<file path="src/rtl/bal_pkg.sv">
// ----------------------------------------------------------------------------
// bal_pkg
// Shared types and constants for the bounded array list engine.
// ----------------------------------------------------------------------------
package bal_pkg;

  // List geometry
  localparam int CAPACITY   = 8;
  localparam int DATA_WIDTH = 32;
  localparam int IDX_W      = $clog2(CAPACITY);
  localparam int CNT_W      = $clog2(CAPACITY + 1);

  // Request field widths
  localparam int OP_W  = 3;
  localparam int POS_W = 4;

  typedef logic [DATA_WIDTH-1:0] data_t;
  typedef logic [IDX_W-1:0]      idx_t;
  typedef logic [CNT_W-1:0]      cnt_t;
  typedef logic [POS_W-1:0]      pos_t;

  // Request operation codes
  typedef enum logic [OP_W-1:0] {
    OP_INSERT_AT    = 3'd0,
    OP_DELETE_AT    = 3'd1,
    OP_INSERT_KEY   = 3'd2,
    OP_DELETE_FIRST = 3'd3,
    OP_DELETE_ALL   = 3'd4,
    OP_READ_AT      = 3'd5,
    OP_WRITE_AT     = 3'd6
  } op_e;

  // How a request is carried out after the precheck
  typedef enum logic [1:0] {
    KIND_FAIL  = 2'd0,
    KIND_SCAN  = 2'd1,
    KIND_READ  = 2'd2,
    KIND_WRITE = 2'd3
  } kind_e;

  // Controller to datapath
  typedef struct packed {
    logic load;      // capture the accepted request
    logic decode;    // latch request kind, arm the scan
    logic scan_run;  // issue next scan read, process previous entry
    logic access;    // single read or write at the position
    logic res_load;  // commit list length, fill output register
  } cmd_t;

  // Datapath to controller
  typedef struct packed {
    kind_e kind;        // kind of the latched request (valid in decode)
    logic  scan_empty;  // scan has no entries to visit
    logic  proc_last;   // last scanned entry is being processed
  } status_t;

endpackage

</file>
<file path="src/rtl/bounded_array_list_engine.sv">
// ----------------------------------------------------------------------------
// bounded_array_list_engine
// Ordered list of up to eight signed 32-bit entries with seven operations.
// ----------------------------------------------------------------------------
// One request is taken at a time and yields one result item. Read and write
// at a position go from decode to a single access of the entry RAM. Shifting
// inserts, deletes and key searches make one pass over the entry RAM, one
// entry per cycle through its single read and single write port; the pass
// covers the list length for deletes and the length plus one for inserts.
// Failed prechecks, and deletes on an empty list, skip the pass. A finished
// result waits in the output register while the next request is accepted.
module bounded_array_list_engine (
  input  logic        clk_i,
  input  logic        rst_ni,
  // request: [2:0] op, [6:3] position, [38:7] search_key,
  //          [70:39] new_value, [71] zero
  input  logic        s_axis_tvalid,
  output logic        s_axis_tready,
  input  logic [71:0] s_axis_tdata,
  // result: [0] ok, [32:1] read_value, [36:33] list_length,
  //         [40:37] removed_count, [47:41] zero
  output logic        m_axis_tvalid,
  input  logic        m_axis_tready,
  output logic [47:0] m_axis_tdata
);
  import bal_pkg::*;

  cmd_t    cmd;
  status_t status;
  logic    ok;
  data_t   read_value;
  cnt_t    list_length, removed_count;

  // Sequencer
  bal_ctrl u_ctrl (
    .clk_i       (clk_i),
    .rst_ni      (rst_ni),
    .in_valid_i  (s_axis_tvalid),
    .in_ready_o  (s_axis_tready),
    .out_valid_o (m_axis_tvalid),
    .out_ready_i (m_axis_tready),
    .status_i    (status),
    .cmd_o       (cmd)
  );

  // List datapath
  bal_dpath u_dpath (
    .clk_i           (clk_i),
    .rst_ni          (rst_ni),
    .cmd_i           (cmd),
    .status_o        (status),
    .op_i            (s_axis_tdata[2:0]),
    .position_i      (s_axis_tdata[6:3]),
    .search_key_i    (s_axis_tdata[38:7]),
    .new_value_i     (s_axis_tdata[70:39]),
    .ok_o            (ok),
    .read_value_o    (read_value),
    .list_length_o   (list_length),
    .removed_count_o (removed_count)
  );

  assign m_axis_tdata = {7'd0, removed_count, list_length, read_value, ok};

endmodule

</file>
<file path="src/rtl/bal_ram.sv">
// ----------------------------------------------------------------------------
// bal_ram
// Generic single-write, single-read RAM with registered read data.
// ----------------------------------------------------------------------------
module bal_ram #(
  parameter int WIDTH = 32,
  parameter int DEPTH = 8
) (
  input  logic                     clk_i,
  input  logic                     we_i,
  input  logic [$clog2(DEPTH)-1:0] waddr_i,
  input  logic [WIDTH-1:0]         wdata_i,
  input  logic                     re_i,
  input  logic [$clog2(DEPTH)-1:0] raddr_i,
  output logic [WIDTH-1:0]         rdata_o
);

  logic [WIDTH-1:0] mem_q [DEPTH];
  logic [WIDTH-1:0] rdata_q;

  // Write port
  always_ff @(posedge clk_i) begin
    if (we_i) begin
      mem_q[waddr_i] <= wdata_i;
    end
  end

  // Registered read port, holds when not read
  always_ff @(posedge clk_i) begin
    if (re_i) begin
      rdata_q <= mem_q[raddr_i];
    end
  end

  assign rdata_o = rdata_q;

endmodule

</file>
<file path="src/rtl/bal_ctrl.sv">
// ----------------------------------------------------------------------------
// bal_ctrl
// Request sequencer: accepts an item, steps the datapath through the
// precheck, the entry scan or single access, and hands off the result.
// ----------------------------------------------------------------------------
module bal_ctrl (
  input  logic             clk_i,
  input  logic             rst_ni,
  input  logic             in_valid_i,
  output logic             in_ready_o,
  output logic             out_valid_o,
  input  logic             out_ready_i,
  input  bal_pkg::status_t status_i,
  output bal_pkg::cmd_t    cmd_o
);
  import bal_pkg::*;

  typedef enum logic [4:0] {
    S_IDLE   = 5'b00001,
    S_DECODE = 5'b00010,
    S_SCAN   = 5'b00100,
    S_ACCESS = 5'b01000,
    S_DONE   = 5'b10000
  } state_e;

  state_e state_q, state_d;
  logic   out_valid_q, out_valid_d;
  logic   out_free;

  assign out_free    = !out_valid_q || out_ready_i;
  assign in_ready_o  = (state_q == S_IDLE);
  assign out_valid_o = out_valid_q;

  // Next state and commands
  always_comb begin
    state_d     = state_q;
    out_valid_d = out_valid_q && !out_ready_i;
    cmd_o       = '0;
    unique case (state_q)
      S_IDLE: begin
        if (in_valid_i) begin
          cmd_o.load = 1'b1;
          state_d    = S_DECODE;
        end
      end
      S_DECODE: begin
        cmd_o.decode = 1'b1;
        unique case (status_i.kind)
          KIND_FAIL:  state_d = S_DONE;
          KIND_SCAN:  state_d = status_i.scan_empty ? S_DONE : S_SCAN;
          KIND_READ:  state_d = S_ACCESS;
          KIND_WRITE: state_d = S_ACCESS;
          default:    state_d = S_DONE;
        endcase
      end
      S_SCAN: begin
        cmd_o.scan_run = 1'b1;
        if (status_i.proc_last) begin
          state_d = S_DONE;
        end
      end
      S_ACCESS: begin
        cmd_o.access = 1'b1;
        state_d      = S_DONE;
      end
      S_DONE: begin
        if (out_free) begin
          cmd_o.res_load = 1'b1;
          out_valid_d    = 1'b1;
          state_d        = S_IDLE;
        end
      end
      default: state_d = S_IDLE;
    endcase
  end

  always_ff @(posedge clk_i or negedge rst_ni) begin
    if (!rst_ni) begin
      state_q     <= S_IDLE;
      out_valid_q <= 1'b0;
    end else begin
      state_q     <= state_d;
      out_valid_q <= out_valid_d;
    end
  end

endmodule

</file>
<file path="src/rtl/bal_dpath.sv">
// ----------------------------------------------------------------------------
// bal_dpath
// List datapath: entry RAM, length counter, request registers, the
// one-pass scan engine for shifting inserts and compacting deletes, and
// the output register.
// ----------------------------------------------------------------------------
module bal_dpath (
  input  logic             clk_i,
  input  logic             rst_ni,
  input  bal_pkg::cmd_t    cmd_i,
  output bal_pkg::status_t status_o,
  input  logic [2:0]       op_i,
  input  bal_pkg::pos_t    position_i,
  input  bal_pkg::data_t   search_key_i,
  input  bal_pkg::data_t   new_value_i,
  output logic             ok_o,
  output bal_pkg::data_t   read_value_o,
  output bal_pkg::cnt_t    list_length_o,
  output bal_pkg::cnt_t    removed_count_o
);
  import bal_pkg::*;

  // Request registers
  op_e   op_q;
  pos_t  pos_q;
  data_t key_q, val_q;
  idx_t  pos_idx;

  // List state and scan control
  cnt_t  count_q, count_d;
  kind_e kind_q, kind_d;
  idx_t  rd_ptr_q, rd_ptr_d;
  idx_t  proc_idx_q, proc_idx_d;
  logic  proc_valid_q, proc_valid_d;
  logic  issue_more_q, issue_more_d;
  logic  ins_q, ins_d;
  data_t held_q, held_d;
  cnt_t  wr_ptr_q, wr_ptr_d;
  cnt_t  removed_q, removed_d;

  // Output register
  logic  ok_q;
  data_t rdval_q;
  cnt_t  len_q, rem_q;

  // RAM ports
  logic  ram_we, ram_re;
  idx_t  ram_waddr, ram_raddr;
  data_t ram_wdata, ram_rdata;

  logic  is_ins;
  cnt_t  cnt_m1;
  idx_t  last_idx;
  logic  hit, skip, key_eq;

  assign pos_idx  = pos_q[IDX_W-1:0];
  assign is_ins   = (op_q == OP_INSERT_AT) || (op_q == OP_INSERT_KEY);
  assign cnt_m1   = count_q - cnt_t'(1);
  // Inserts visit one slot past the end to take the shifted-out entry
  assign last_idx = is_ins ? count_q[IDX_W-1:0] : cnt_m1[IDX_W-1:0];
  assign key_eq   = (ram_rdata == key_q);

  // Precheck of the latched request against the current length
  always_comb begin
    unique case (op_q)
      OP_INSERT_AT:
        kind_d = (count_q < cnt_t'(CAPACITY) && cnt_t'(pos_q) <= count_q) ?
                 KIND_SCAN : KIND_FAIL;
      OP_INSERT_KEY:
        kind_d = (count_q < cnt_t'(CAPACITY)) ? KIND_SCAN : KIND_FAIL;
      OP_DELETE_AT:
        kind_d = (cnt_t'(pos_q) < count_q) ? KIND_SCAN : KIND_FAIL;
      OP_DELETE_FIRST, OP_DELETE_ALL:
        kind_d = KIND_SCAN;
      OP_READ_AT:
        kind_d = (cnt_t'(pos_q) < count_q) ? KIND_READ : KIND_FAIL;
      OP_WRITE_AT:
        kind_d = (cnt_t'(pos_q) < count_q) ? KIND_WRITE : KIND_FAIL;
      default:
        kind_d = KIND_FAIL;
    endcase
  end

  assign status_o.kind       = kind_d;
  assign status_o.scan_empty = !is_ins && (count_q == '0);
  assign status_o.proc_last  = proc_valid_q && (proc_idx_q == last_idx);

  // Scan engine: read entry i while entry i-1 is shifted or compacted
  always_comb begin
    rd_ptr_d     = rd_ptr_q;
    proc_idx_d   = proc_idx_q;
    proc_valid_d = proc_valid_q;
    issue_more_d = issue_more_q;
    ins_d        = ins_q;
    held_d       = held_q;
    wr_ptr_d     = wr_ptr_q;
    removed_d    = removed_q;
    count_d      = count_q;
    ram_we       = 1'b0;
    ram_waddr    = proc_idx_q;
    ram_wdata    = held_q;
    ram_re       = 1'b0;
    ram_raddr    = rd_ptr_q;
    hit          = 1'b0;
    skip         = 1'b0;

    if (cmd_i.decode) begin
      rd_ptr_d     = '0;
      proc_valid_d = 1'b0;
      issue_more_d = 1'b1;
      ins_d        = 1'b0;
      wr_ptr_d     = '0;
      removed_d    = '0;
    end

    if (cmd_i.scan_run) begin
      // read issue stage
      proc_valid_d = issue_more_q;
      if (issue_more_q) begin
        ram_re     = 1'b1;
        proc_idx_d = rd_ptr_q;
        rd_ptr_d   = rd_ptr_q + idx_t'(1);
        if (rd_ptr_q == last_idx) begin
          issue_more_d = 1'b0;
        end
      end
      // process stage
      if (proc_valid_q) begin
        if (is_ins) begin
          if (op_q == OP_INSERT_AT) begin
            hit = !ins_q && (proc_idx_q == pos_idx);
          end else begin
            hit = !ins_q && (cnt_t'(proc_idx_q) < count_q) && key_eq;
          end
          if (hit) begin
            ram_we    = 1'b1;
            ram_wdata = val_q;
            held_d    = ram_rdata;
            ins_d     = 1'b1;
          end else if (ins_q) begin
            ram_we    = 1'b1;
            ram_wdata = held_q;
            held_d    = ram_rdata;
          end
        end else begin
          skip = ((op_q == OP_DELETE_AT) && (proc_idx_q == pos_idx)) ||
                 ((op_q == OP_DELETE_FIRST) && (removed_q == '0) && key_eq) ||
                 ((op_q == OP_DELETE_ALL) && key_eq);
          if (skip) begin
            removed_d = removed_q + cnt_t'(1);
          end else begin
            ram_we    = 1'b1;
            ram_waddr = wr_ptr_q[IDX_W-1:0];
            ram_wdata = ram_rdata;
            wr_ptr_d  = wr_ptr_q + cnt_t'(1);
          end
        end
      end
    end

    // single positional access
    if (cmd_i.access) begin
      ram_raddr = pos_idx;
      ram_re    = (kind_q == KIND_READ);
      ram_waddr = pos_idx;
      ram_wdata = val_q;
      ram_we    = (kind_q == KIND_WRITE);
    end

    // new length after a scan
    if (cmd_i.res_load && kind_q == KIND_SCAN) begin
      count_d = is_ins ? (count_q + cnt_t'(ins_q)) : wr_ptr_q;
    end
  end

  // Control registers
  always_ff @(posedge clk_i or negedge rst_ni) begin
    if (!rst_ni) begin
      count_q      <= '0;
      kind_q       <= KIND_FAIL;
      proc_valid_q <= 1'b0;
      issue_more_q <= 1'b0;
      ins_q        <= 1'b0;
      rd_ptr_q     <= '0;
      wr_ptr_q     <= '0;
      removed_q    <= '0;
    end else begin
      count_q      <= count_d;
      proc_valid_q <= proc_valid_d;
      issue_more_q <= issue_more_d;
      ins_q        <= ins_d;
      rd_ptr_q     <= rd_ptr_d;
      wr_ptr_q     <= wr_ptr_d;
      removed_q    <= removed_d;
      if (cmd_i.decode) begin
        kind_q <= kind_d;
      end
    end
  end

  // Payload registers
  always_ff @(posedge clk_i) begin
    proc_idx_q <= proc_idx_d;
    held_q     <= held_d;
    if (cmd_i.load) begin
      op_q  <= op_e'(op_i);
      pos_q <= position_i;
      key_q <= search_key_i;
      val_q <= new_value_i;
    end
  end

  // Output register
  always_ff @(posedge clk_i) begin
    if (cmd_i.res_load) begin
      len_q <= count_d;
      unique case (kind_q)
        KIND_FAIL: begin
          ok_q    <= 1'b0;
          rdval_q <= '0;
          rem_q   <= '0;
        end
        KIND_READ: begin
          ok_q    <= 1'b1;
          rdval_q <= ram_rdata;
          rem_q   <= '0;
        end
        KIND_WRITE: begin
          ok_q    <= 1'b1;
          rdval_q <= '0;
          rem_q   <= '0;
        end
        KIND_SCAN: begin
          rdval_q <= '0;
          if (is_ins) begin
            ok_q  <= ins_q;
            rem_q <= '0;
          end else begin
            ok_q  <= (op_q == OP_DELETE_FIRST) ? (removed_q != '0) : 1'b1;
            rem_q <= removed_q;
          end
        end
        default: begin
          ok_q    <= 1'b0;
          rdval_q <= '0;
          rem_q   <= '0;
        end
      endcase
    end
  end

  assign ok_o            = ok_q;
  assign read_value_o    = rdval_q;
  assign list_length_o   = len_q;
  assign removed_count_o = rem_q;

  // Entry storage
  bal_ram #(
    .WIDTH (DATA_WIDTH),
    .DEPTH (CAPACITY)
  ) u_ram (
    .clk_i   (clk_i),
    .we_i    (ram_we),
    .waddr_i (ram_waddr),
    .wdata_i (ram_wdata),
    .re_i    (ram_re),
    .raddr_i (ram_raddr),
    .rdata_o (ram_rdata)
  );

endmodule

</file>
<file path="config.mk">
export PLATFORM = sky130hd
export DESIGN_NAME = bounded_array_list_engine
export DESIGN_NICKNAME = d
export VERILOG_FILES = /design/src/rtl/bal_pkg.sv /design/src/rtl/bounded_array_list_engine.sv /design/src/rtl/bal_ram.sv /design/src/rtl/bal_ctrl.sv /design/src/rtl/bal_dpath.sv
export SDC_FILE = /design/constraint.sdc
export NUM_CORES = 1
export LEC_CHECK = 0
export BUFFER_PORTS_ARGS = -buffer_cell sky130_fd_sc_hd__buf_2
export CORE_MARGIN = 2
export CORE_UTILIZATION = 39
export CTS_CLUSTER_SIZE = 28
export DETAILED_ROUTE_END_ITERATION = 16
export PLACE_DENSITY = 0.65
export REMOVE_ABC_BUFFERS = 1
export SKIP_CTS_REPAIR_TIMING = 1
export SYNTH_ARGS = -nofsm -noshare
export SYNTH_HDL_FRONTEND = slang
export SYNTH_SLANG_ARGS = --single-unit
</file>
<file path="constraint.sdc">
create_clock -name clk_i -period 6.25 [get_ports clk_i]
set_input_delay 1.25 -clock clk_i [delete_from_list [all_inputs] [get_ports clk_i]]
set_output_delay 1.25 -clock clk_i [all_outputs]
set_load 0.01 [all_outputs]
</file>
==> impl_metrics.json <==
{
  "synth_compound_area_share_pct": 5.85,
  "place_area_sq_mm": 0.0209,
  "netSwitchingPower_mw": 1.91,
  "num_vias": 11000,
  "holdWs_ps": 504,
  "pwr-share-seq_pct": 50.1,
  "die_y_um": 227,
  "dp_hpwl_um": 27900,
  "path_class": "reg -> reg",
  "synth.distinct_cells": 56,
  "antenna_found_initial": 0,
  "grt_use_total_pct": 18.2,
  "grt_max_degree": 50,
  "diodes": 0,
  "total_power_mw": 7.57,
  "htreeDepth": 2,
  "grt_pass1_wl_um": 68400,
  "yosysSeqAreaShare_pct": 70.4,
  "synth_xor_xnor_area_share_pct": 2.16,
  "clock_path_buffers": 3,
  "max_slew.worst_pin.slew_ps": 1210,
  "clock_sinks": 461,
  "synth_top_family_by_area": "multiplexers",
  "clk_pin_slew_ps": 60,
  "netSwitchingFraction_pct": 25.2,
  "nNetsFinal": 1401,
  "root_buffer": "clkbuf_16",
  "wire_per_inst_um": 23.2,
  "hold_class": "reg -> reg",
  "stdcell_count": 2013,
  "post-route-period-util_pct": 71.5,
  "status": "complete, no violations",
  "port_buffers": 117,
  "fin_area_sq_mm": 0.0224,
  "power.internal_mw": 5.66,
  "finalSetupViolations": 0,
  "mostFrequentLayoutCells": "435 x edfxtp_1, 117 x buf_2, 64 x mux4_2",
  "synthMuxAreaShare_pct": 11.0,
  "final_core_util_pct": 45.5,
  "die-area_sq_mm": 0.0517,
  "cp_max_fo": 32,
  "coreArea_sq_mm": 0.0492,
  "dp_slack_ps": 1830,
  "synth-simple-area-share_pct": 6.74,
  "clock_latency_ps": 580,
  "netlist_area_sq_mm": 0.0195,
  "skew_ps": 16.4,
  "grt.overflow.total": 0,
  "fin_setup_tns_ps": 0,
  "crit_required_ps": 6450,
  "drtIter0Drc": 1092,
  "p_comb_share_pct": 13.8,
  "dpl.cell_count": 1926,
  "drtPass1Iterations": 5,
  "leakage_nw": 7.66,
  "fin_crit_ps": 4470,
  "avgSynthCellArea_sq_um": 16.6,
  "routabilityCongestion": 0.849,
  "rsz0062_at_grt": "false",
  "drv_slew": 0,
  "clkPwrFrac_pct": 36.0,
  "ys_warn_count": 0,
  "start_kind": "flop",
  "hold_violations": 0,
  "syn_inst": 1176,
  "die_w_um": 227,
  "routed_wl_um": 46800,
  "layout_commonest_cell": "edfxtp_1",
  "synth_edf_count": 435,
  "synth_fa_ha_area_share_pct": 0.899,
  "async_flop_share_pct": 5.64,
  "rows": 81,
  "power_density_mw_per_mm2": 338,
  "viasPerCell": 5.48,
  "drive_above_1_share_pct": 25.6,
  "ant_nets": 0,
  "initial_core_util_pct": 39.6,
  "numCtsBuffers": 47,
  "cp-end-kind": "flop",
  "drc_errors": 0,
  "max_clock_freq_mhz": 224,
  "syn_to_final_growth_pct": 14.8,
  "synth_seq_cells": 461,
  "ioPinCount": 126,
  "max-slew-margin-rel_pct": 19.1,
  "crit_arrival_ps": 4670,
  "fin_ws_ps": 1780,
  "synth_top_flop_cell": "edfxtp_1",
  "timing.max_cap.violations": 0,
  "grt_pass1_vias": 10800,
  "irDropWorstVdd_mv": 0.183,
  "cts_tree": "built"
}
[power by group through the flow]
stage	sequential, mW	clock, mW	combinational [mW]
2_1_floorplan	3.81	0	0.760
4_1_cts	3.79	2.78	1.06
3_3_place_gp	3.85	0	1.04
3_5_place_dp	3.86	0	1.06
6_report	3.79	2.72	1.05
5_1_grt	3.82	2.88	1.15
[flip-flops by register name (all words and copies together), names as in the netlist]
| signal | count |
|---|---|
| u_dpath.removed_count_o | 4 |
| u_dpath.op_q | 3 |
| u_dpath.pos_q | 4 |
| u_dpath.list_length_o | 4 |
| u_dpath.wr_ptr_q | 4 |
| u_dpath.held_q | 32 |
| u_dpath.rd_ptr_q | 3 |
| u_dpath.ins_q | 1 |
| u_ctrl.out_valid_o | 1 |
| u_dpath.proc_valid_q | 1 |
| u_dpath.val_q | 32 |
| u_dpath.count_q | 4 |
| u_ctrl.state_q | 5 |
| u_dpath.issue_more_q | 1 |
| u_dpath.key_q | 32 |
| u_dpath.kind_q | 2 |
| u_dpath.read_value_o | 32 |
| u_dpath.ok_o | 1 |
| u_dpath.u_ram.rdata_o | 32 |
| u_dpath.removed_q | 4 |
| u_dpath.u_ram.mem_q | 256 |
| u_dpath.proc_idx_q | 3 |
[area by class of cell]
class,count,area [sq um]
fill,4257,26800
sequential,461,13700
multi-input combinational,609,5320
clock buffer,70,1400
timing repair buffer,151,841
tap,664,831
inverter,41,154
clock inverter,17,105
[logic make-up after synthesis]
family | after synthesis
AOI/OAI and AO/OA | 158
other | 1
xor gates and xnor gates | 48
buffers and inverters | 112
DFF | 461
muxes | 130
adders and majority gates | 14
and+or+nand+nor | 252
[worst paths after layout]
path                                                start                          to  slack (ps)  cells after the start
worst max-delay path            u_dpath.u_ram.rdata_o[13]  u_dpath.u_ram.mem_q[5][11]        1780                      8
worst min-delay path                  u_dpath.wr_ptr_q[3]         u_dpath.wr_ptr_q[3]         500                      1
worst max register to register  u_dpath.u_ram.rdata_o[13]  u_dpath.u_ram.mem_q[5][11]        1780                      8
worst min register to register        u_dpath.wr_ptr_q[3]         u_dpath.wr_ptr_q[3]         500                      1
max in group asynchronous                          rst_ni         u_dpath.wr_ptr_q[3]        5140                      1
min in group asynchronous                          rst_ni           u_ctrl.state_q[2]         690                      1
[routing by layer]
layer  part of all wire [%]  up-vias  track usage [%]  wire [um]
met1                     42     5598             25.1      19800
met2                     49      454             29.7      22700
met5                      0        -                0          0
met3                    6.6       78             2.67       3080
li1                       -     4892                -          -
met4                    2.5        0             6.28       1170
[Yosys cell counts (all sizes together) (13+ instances only)]
library cell	count	area, sq um
o211ai	40	300
nand3	13	65.1
xnor2	39	342
o2bb2ai	32	280
buf	38	290
mux2	32	360
and2	42	264
edfxtp	435	13100
dfrtp	25	626
nor2	52	198
mux2i	34	340
inv	41	154
nand4	47	294
mux4	64	1440
clkbuf	33	124
nand2	59	224
o21ai	19	95.1
ha	14	175
a31oi	37	231
[critical path, cell delays in order (launching register included)]
cell      delay (ps)
edfxtp_1         430
xnor2_1          390
nand4_1          340
nor4_2           560
nand3_1          730
nand4_1          470
o211ai_1         280
nor4_2           280
buf_4            600
Note: power is estimated with default switching activity, not from simulation.
